$ cat config.mk
export PLATFORM = sky130hd
export DESIGN_NAME = iwsp_ctrl
export DESIGN_NICKNAME = d
export VERILOG_FILES = /design/src/sv/iwsp_pkg.sv /design/src/sv/iwsp_ctrl.sv
export SDC_FILE = /design/constraint.sdc
export NUM_CORES = 1
export LEC_CHECK = 0
export BUFFER_PORTS_ARGS = -buffer_cell sky130_fd_sc_hd__buf_2
export CAP_MARGIN = 20
export CORE_AREA = 2 2 39 41
export CTS_CLUSTER_DIAMETER = 50
export CTS_CLUSTER_SIZE = 8
export DETAILED_ROUTE_END_ITERATION = 8
export DIE_AREA = 0 0 41 43
export SLEW_MARGIN = 10
export SYNTH_ARGS = -nofsm -noshare
export SYNTH_HDL_FRONTEND = slang
export SYNTH_SLANG_ARGS = --single-unit
$ cat constraint.sdc
create_clock -name clock -period 1.3 [get_ports clock]
set_clock_uncertainty 0.15 [all_clocks]
set_input_delay 0.195 -clock clock [delete_from_list [all_inputs] [get_ports clock]]
set_output_delay 0.195 -clock clock [all_outputs]
set_load 0.03 [all_outputs]
$ cat src/sv/iwsp_pkg.sv
// ----------------------------------------------------------------------------
// iwsp_pkg
// Shared types, constants and codes of the instance weight scatter pool.
// ----------------------------------------------------------------------------
package iwsp_pkg;

   localparam int unsigned PIXELS_DEF   = 4096;
   localparam int unsigned IDX_W        = 12;
   localparam int unsigned SIZE_W       = 16;
   localparam int unsigned WGT_W        = 17;
   localparam int unsigned VAL_W        = 32;
   localparam int unsigned CNT_W        = 16;
   localparam int unsigned MODE_W       = 2;
   localparam int unsigned CSR_IDX_W    = 2;
   localparam int unsigned CSR_DATA_W   = 17;

   localparam logic [WGT_W-1:0]  ONE_Q16  = 17'd65536;
   localparam logic [VAL_W-1:0]  SUM_MAX  = 32'hFFFF_FFFF;
   localparam logic [CNT_W-1:0]  CNT_MAX  = 16'hFFFF;

   localparam logic [MODE_W-1:0] MODE_SUM  = 2'd0;
   localparam logic [MODE_W-1:0] MODE_MAX  = 2'd1;
   localparam logic [MODE_W-1:0] MODE_AVG  = 2'd2;
   localparam logic [MODE_W-1:0] MODE_OVWR = 2'd3;

   localparam logic [CSR_IDX_W-1:0] REG_WMIN = 2'd0;
   localparam logic [CSR_IDX_W-1:0] REG_WMAX = 2'd1;
   localparam logic [CSR_IDX_W-1:0] REG_MODE = 2'd2;

   localparam logic FUNC_ACC  = 1'b0;
   localparam logic FUNC_READ = 1'b1;

   // controller -> datapath
   typedef struct packed {
      logic load;      // capture request
      logic clr_step;  // clearing pass: write one entry
      logic rd;        // read memory at captured index
      logic div_start; // start reciprocal or average divide
      logic div_step;  // one divider iteration
      logic wr;        // write back entry
      logic out_load;  // load result register
   } ctl_type;

   // datapath -> controller
   typedef struct packed {
      logic clr_last;
      logic div_last;
      logic is_read;
      logic in_range;
      logic skip_acc;
   } sts_type;

endpackage

$ cat src/sv/iwsp_ctrl.sv
// ----------------------------------------------------------------------------
// iwsp_ctrl
// Sequencer: clearing pass, capture, memory read, divide, write back, respond.
// ----------------------------------------------------------------------------
module iwsp_ctrl
   import iwsp_pkg::*;
(
   input  logic    clock,
   input  logic    reset,
   input  logic    req_valid,
   output logic    req_ready,
   output logic    rsp_valid,
   input  logic    rsp_ready,
   input  sts_type sts,
   output ctl_type ctl
);

   localparam logic [2:0] ST_CLR  = 3'd0;
   localparam logic [2:0] ST_IDLE = 3'd1;
   localparam logic [2:0] ST_RD   = 3'd2;
   localparam logic [2:0] ST_DIV  = 3'd3;
   localparam logic [2:0] ST_WR   = 3'd4;

   logic [2:0] state_ff, state_in;
   logic       rsp_valid_ff, rsp_valid_in;
   logic       acc;

   // a read result waits for the output register to be free
   assign req_ready = (state_ff == ST_IDLE);
   assign acc       = req_valid && req_ready;
   assign rsp_valid = rsp_valid_ff;

   always_comb begin
      ctl          = '0;
      state_in     = state_ff;
      rsp_valid_in = rsp_valid_ff && !rsp_ready;
      unique case (state_ff)
         ST_CLR: begin
            ctl.clr_step = 1'b1;
            if (sts.clr_last) state_in = ST_IDLE;
         end
         ST_IDLE: begin
            if (acc) begin
               ctl.load = 1'b1;
               state_in = ST_RD;
            end
         end
         ST_RD: begin
            if (sts.skip_acc) begin
               state_in = ST_IDLE;
            end else if (sts.is_read && !sts.in_range) begin
               if (!rsp_valid_ff || rsp_ready) begin
                  ctl.out_load = 1'b1;
                  rsp_valid_in = 1'b1;
                  state_in     = ST_IDLE;
               end
            end else begin
               ctl.rd   = 1'b1;
               state_in = ST_DIV;
            end
         end
         ST_DIV: begin
            // read data now valid in rdata_ff, start divide
            ctl.div_start = 1'b1;
            state_in      = ST_WR;
         end
         ST_WR: begin
            if (!sts.div_last) begin
               ctl.div_step = 1'b1;
            end else if (!sts.is_read) begin
               ctl.wr   = 1'b1;
               state_in = ST_IDLE;
            end else if (!rsp_valid_ff || rsp_ready) begin
               ctl.wr       = 1'b1;
               ctl.out_load = 1'b1;
               rsp_valid_in = 1'b1;
               state_in     = ST_IDLE;
            end
         end
         default: state_in = ST_IDLE;
      endcase
   end

   always_ff @(posedge clock) begin
      if (reset) begin
         state_ff     <= ST_CLR;
         rsp_valid_ff <= 1'b0;
      end else begin
         state_ff     <= state_in;
         rsp_valid_ff <= rsp_valid_in;
      end
   end

endmodule

==> flow_summary.yaml, run 1 <==
critical_path:
  cp_slowest_stage_delay_ps: 370
  r2r-start: "state_ff[1]$_SDFFE_PP0P_"
  crit_required_ps: 950
  crit_arrival_ps: 1280
  cp_max_fo: 6
  worstSetupPathType: "reg2out"
  crit_path_start: "state_ff[2]$_SDFFE_PP0P_"
  reg2reg_depth: 5
  crit_chain: "o31ai_2, nand3b_1, nor2b_4, buf_6"
  start_kind: "flip-flop"
  critPathSlowestCell: "dfxtp_4"
  cp-end-kind: "primary output"
final_layout:
  synthToLayoutAreaGrowth_pct: 134
  multi_input_area_sq_um: 323
  fillers: 132
  finalInstanceArea_sq_um: 757
  register_area_sq_um: 95.1
  insertedDiodeCount: 0
  fin_nets: 87
  drive_above_1_share_pct: 75.3
  finalNonFillerCells: 93
placement:
  dp.cells: 85
  hpwl_um: 825
  dpl_cell_area_sq_um: 562
  gp_congestion: 0.759
  io_buffers: 17
logic_synthesis:
  yosysSeqAreaShare_pct: 24.7
  synth_top_area_share_pct: 24.7
  synth_top_cell_by_area: "dfxtp_1"
  synthesis.nets: 50
  synth_warnings: 0
  synth_seq_cells: 4
  synth.avg_cell_area_sq_um: 7.90
  synth.area.top_cells: "dfxtp_1 25%, nor2b_1 7.7%, nand3b_1 6.9%, a21oi_1 6.2%, nand2b_1 3.9%"
  synth_cell_types: 25
  syn_inst: 41
  synth_area_sq_um: 324
clock_network:
  cts_made_buffers: 3
  cts.sinks: 4
  ctsHtreeMaxLevel: 1
  cts_hold_buf: 0
  cts_buffer_depth: 2
  clkLatencyLatePin_ps: 240
  cts_tree: "done"
  clkTransAtPathRegs_ps: 40
  ctsRootBufferMaster: "clkbuf_4"
power_and_ir_drop:
  ir_worst_vdd_mv: 0.560
  leakagePower_nw: 0.331
  p_per_area_mw_per_mm2: 586
drt:
  drt-initial-drc-count: 2
  ant_nets: 0
  wl_per_cell_um: 12.7
  wl_um: 1180
  dr_total_vias: 450
  drc_errors: 0
  drtPass1Iterations: 3
  viasPerCell: 4.84
floorplan:
  rows: 14
  die_y_um: 43
  die_w_um: 41
  dieArea_sq_mm: 0.00176
  core_area_sq_mm: 0.00138
  io_pins: 18
  start_util_pct: 23.4
timing:
  hold_ws_ps: 24.0
  rsz0062_at_grt: "yes"
  tightest_slew_ps: 352
  hold_viol_final: 0
  post-route-period-util_pct: 125
  slew_headroom_pct: 76.2
  finalSetupViolations: 11
  slew_violations: 0
  fmax_ghz: 0.615
  fin_ws_ps: -327
  period_needed_ps: 1630
run:
  drv_cap: 0
global_routing:
  grt_start_max_net_pins: 9
  grt_first_pass_wirelength_um: 1880
  grt_pass1_vias: 469
  grt_overflow: 0
  grtUsageTotal_pct: 16.0
  antenna_found_initial: 0
status:
  status: "complete, but fails checks"
  violations: "negative setup slack"
min_path:
  worstHoldStart: "reset"
  whs_path_depth: 2
  min_path_type: "in2reg"
-- power breakdown --
part,switching [W],internal [W],total (W),leakage [nW]
Sequential,0.00000980,0.000122,0.000132,0.0355
Combinational,0.0000639,0.0000754,0.000139,0.281
Clock,0.0000571,0.000116,0.000173,0.0150
Total,0.000131,0.000313,0.000444,0.331
-- layer usage --
metal | share of wire [%] | wire (um) | global-route usage (%)
met1 | 41 | 488 | 16.0
met4 | 0 | 0 | 4.00
met5 | 0 | 0 | 0
met3 | 6.0 | 71 | 7.85
met2 | 53 | 620 | 27.8
-- sequential cells by signal (all words and copies together), names as in the netlist --
name and count:
state_ff 3, rsp_valid 1
-- per-stage QoR --
stage / worst slack, ps / utilization, % / setup TNS (ps) / power, W
2_1_floorplan: -216 / - / -724 / 0.000191
3_3_place_gp: -172 / 40.6 / -905 / 0.000238
3_5_place_dp: -192 / 40.6 / -947 / 0.000239
4_1_cts: -366 / 53.0 / -2260 / 0.000444
5_1_grt: -392 / 54.7 / -2690 / 0.000481
6_report: -327 / 54.7 / -2140 / 0.000444
-- final cells by class --
type | instances | share of cell area, %
Clock buffer | 4 | 3.47
Sequential cell | 4 | 12.6
Multi-Input combinational cell | 34 | 42.6
Tap cell | 16 | 2.64
Timing Repair Buffer | 35 | 38.7
-- synthesized netlist by cell type --
master	n
o21ai_0	1
and2b_2	1
and3_1	1
nand2_1	2
nor3b_1	1
and3b_2	1
a21oi_1	4
o31ai_1	1
a311oi_1	1
a21o_1	1
or4_1	1
nand2b_1	2
nand3b_1	3
nor3b_2	1
nor4_1	1
buf_6	1
a2111oi_0	1
dfxtp_1	4
nor3_1	2
nor2_1	3
nor2b_1	4
o311ai_0	1
and2_1	1
buf_2	1
buf_4	1
-- repair_timing --
action,CTS,global route
pin swaps,6,6
resized for setup,36,3
setup endpoints to repair,10,11
buffers inserted,2,3
-- kinds of logic after synthesis --
family                 Yosys count  synth area share, %
and+or+nand+nor                 24                 47.5
AOI/OAI and AO/OA               10                 20.5
DFF                              4                 24.7
buffers and inverters            3                 7.34
-- layout by cell type, fill, tap and decap left out, types with 2 or more instances in the layout --
| master | n |
|---|---|
| buf_6 | 14 |
| buf_4 | 12 |
| buf_2 | 9 |
| dfxtp_4 | 4 |
| nand3b_1 | 3 |
| nor2_1 | 3 |
| clkbuf_4 | 3 |
| nor3b_4 | 2 |
| nor2b_4 | 2 |
| nor2b_1 | 2 |
| a21oi_1 | 2 |
| a21oi_2 | 2 |
| nand2_1 | 2 |
-- critical path, delay by kind of cell, from the launching register on --
kind	cells	cell delay, ps
buffers and inverters	1	130
AO/OA/AOI/OAI	1	240
flip-flops	1	370
AND/OR/NAND/NOR	2	310
-- path summary, 6_finish.rpt --
| check | to | slack [ps] |
|---|---|---|
| max | ctl[0] | -330 |
| min | state_ff[1]$_SDFFE_PP0P_ | 20 |
| max reg2reg | state_ff[0]$_SDFFE_PP0P_ | -80 |
| min reg2reg | state_ff[1]$_SDFFE_PP0P_ | 470 |
No activity file was read; power rests on OpenSTA's default activity.
==> run 2: changes to the inputs <==
--- a/config.mk
+++ b/config.mk
@@ -12,6 +12,7 @@
 export CTS_CLUSTER_SIZE = 8
 export DETAILED_ROUTE_END_ITERATION = 8
 export DIE_AREA = 0 0 41 43
+export REMOVE_ABC_BUFFERS = 1
 export SLEW_MARGIN = 10
 export SYNTH_ARGS = -nofsm -noshare
 export SYNTH_HDL_FRONTEND = slang
==> run 2 against run 1 <==
The flow still finishes with violations (negative setup slack). Clock power is 12% lower. Final cell count down 6.5%. Critical path depth increased by 1. Clock-buffer cell count decreased by 1. Global-route usage decreased by 2.2 points. Via count down 11%. Maximum frequency down 0.26%. Worst hold slack worse by 7.9 ps. Combinational power down 10%. Flip-flop and latch count is the same. Critical endpoint unchanged. Largest cell class unchanged. Highest routed layer unchanged.
==> flow_summary.yaml, run 2 (same netlist as run 1, synthesis figures left out) <==
power_and_ir_drop:
  power_frac_comb_pct: 30.4
  p_per_area_mw_per_mm2: 636
  cell_internal_pwr_w: 0.000297
  p_sw_w: 0.000115
  leakagePower_nw: 0.283
  seqPwrFrac_pct: 32.6
  ir_worst_vdd_mv: 0.550
  clock_power_share_pct: 37.0
  swShare_pct: 28.0
global_routing:
  grt_pass1_vias: 373
  grt_first_pass_wirelength_um: 1630
  grtUsageTotal_pct: 13.9
  antenna_found_initial: 0
  grt_overflow: 0
  grt_start_max_net_pins: 9
critical_path:
  worstSetupPathType: "reg2out"
  crit_arrival_ps: 1290
  crit_required_ps: 950
  cp-end-kind: "primary output"
  cp_max_fo: 4
  reg2reg_slack_ps: -230
  start_kind: "flip-flop"
timing:
  finalSetupTns_ps: -2220
  post-route-period-util_pct: 125
  fin_ws_ps: -331
  slew_violations: 0
  rsz0062_at_grt: "yes"
  finalSetupViolations: 10
  slew_headroom_pct: 72.4
  period_needed_ps: 1630
  hold_viol_final: 0
  fmax_ghz: 0.613
  tightest_slew_ps: 409
drt:
  wl_um: 966
  viasPerCell: 4.61
  drt-initial-drc-count: 6
  ant_nets: 0
  dr_total_vias: 401
  drc_errors: 0
  drtPass1Iterations: 3
  wl_per_cell_um: 11.1
clock_network:
  clkLatencyLatePin_ps: 230
  cts_buffer_depth: 2
  cts.sinks: 4
  ctsRootBufferMaster: "clkbuf_4"
  cts_tree: "done"
  ctsHtreeMaxLevel: 1
  cts_made_buffers: 3
  cts_hold_buf: 0
  clkTransAtPathRegs_ps: 40
final_layout:
  mostFrequentLayoutCell: "buf_4"
  fin_nets: 82
  register_area_sq_um: 88.8
  finalNonFillerCells: 87
  final_util_pct: 46.8
  fillers: 147
  layout_common_cells: "13 x buf_4, 9 x buf_2, 7 x buf_6, 4 x nor2b_1"
  largest_reg_flops: 3
  finalInstanceArea_sq_um: 648
  drive_above_1_share_pct: 64.8
  multi_input_area_sq_um: 275
  regMostFlops: "state_ff"
  synthToLayoutAreaGrowth_pct: 100
  insertedDiodeCount: 0
placement:
  hpwl_um: 724
  gp_congestion: 0.758
  dp.cells: 81
  dpl_cell_area_sq_um: 493
  io_buffers: 17
floorplan:
  start_util_pct: 23.4
  io_pins: 18
  dieArea_sq_mm: 0.00176
  die_w_um: 41
  die_y_um: 43
  core_area_sq_mm: 0.00138
  rows: 14
status:
  violations: "negative setup slack"
  status: "complete, but fails checks"
run:
  drv_cap: 0
min_path:
  min_path_type: "in2reg"
[run 2: cell count changes in the layout (fill, tap and decap cells not counted), sizes merged]
| cell | delta |
|---|---|
| buf | -5 |
| clkbuf | -1 |
[run 2: power groups by stage]
stage	clock network [W]	logic (W)	registers [W]
floorplan	0	0.0000437	0.000137
detailed placement	0	0.0000966	0.000136
global route	0.000169	0.000136	0.000135
finish	0.000152	0.000125	0.000135
global placement	0	0.0000958	0.000136
CTS	0.000159	0.000118	0.000134
[run 2: what timing repair did]
item	4_1_cts	5_1_grt
pin swaps	8	7
setup endpoints to repair	10	10
buffers inserted	1	3
gates resized for setup	26	6
[run 2: routing by layer]
layer / vias up / track usage, % / share of wire [%]
met2: 15 / 19.4 / 48
met3: 0 / 7.85 / 8.0
met5: - / 0 / 0
met1: 176 / 18.6 / 44
met4: 0 / 2.00 / 0
li1: 210 / - / -
[run 2: worst max-delay path, stage by stage (launching register included)]
cell,delay (ps)
dfxtp_2,330
nand2b_1,70
o31ai_1,210
nand3b_1,140
nor2b_1,130
buf_4,170
[run 2: final cells by class]
cell class / count / area share [%]
Clock buffer: 3 / 3.47
Multi-Input combinational cell: 34 / 42.5
Sequential cell: 4 / 13.7
Tap cell: 16 / 3.09
Timing Repair Buffer: 30 / 37.3
[run 2: final timing paths]
| kind | from | cells past startpoint | to |
|---|---|---|---|
| max | state_ff[1]$_SDFFE_PP0P_ | 5 | ctl[0] |
| max reg2reg | state_ff[1]$_SDFFE_PP0P_ | 5 | state_ff[1]$_SDFFE_PP0P_ |
| min | reset | 2 | state_ff[1]$_SDFFE_PP0P_ |
| min reg2reg | state_ff[1]$_SDFFE_PP0P_ | 2 | state_ff[0]$_SDFFE_PP0P_ |
[run 2: metrics by stage]
step	power (W)	setup WS [ps]	hold WS [ps]
3_5_place_dp	0.000232	-147	256
2_1_floorplan	0.000181	-720	114
4_1_cts	0.000411	-354	1.72
3_3_place_gp	0.000232	-184	254
5_1_grt	0.000439	-412	23.2
6_report	0.000412	-331	16.1
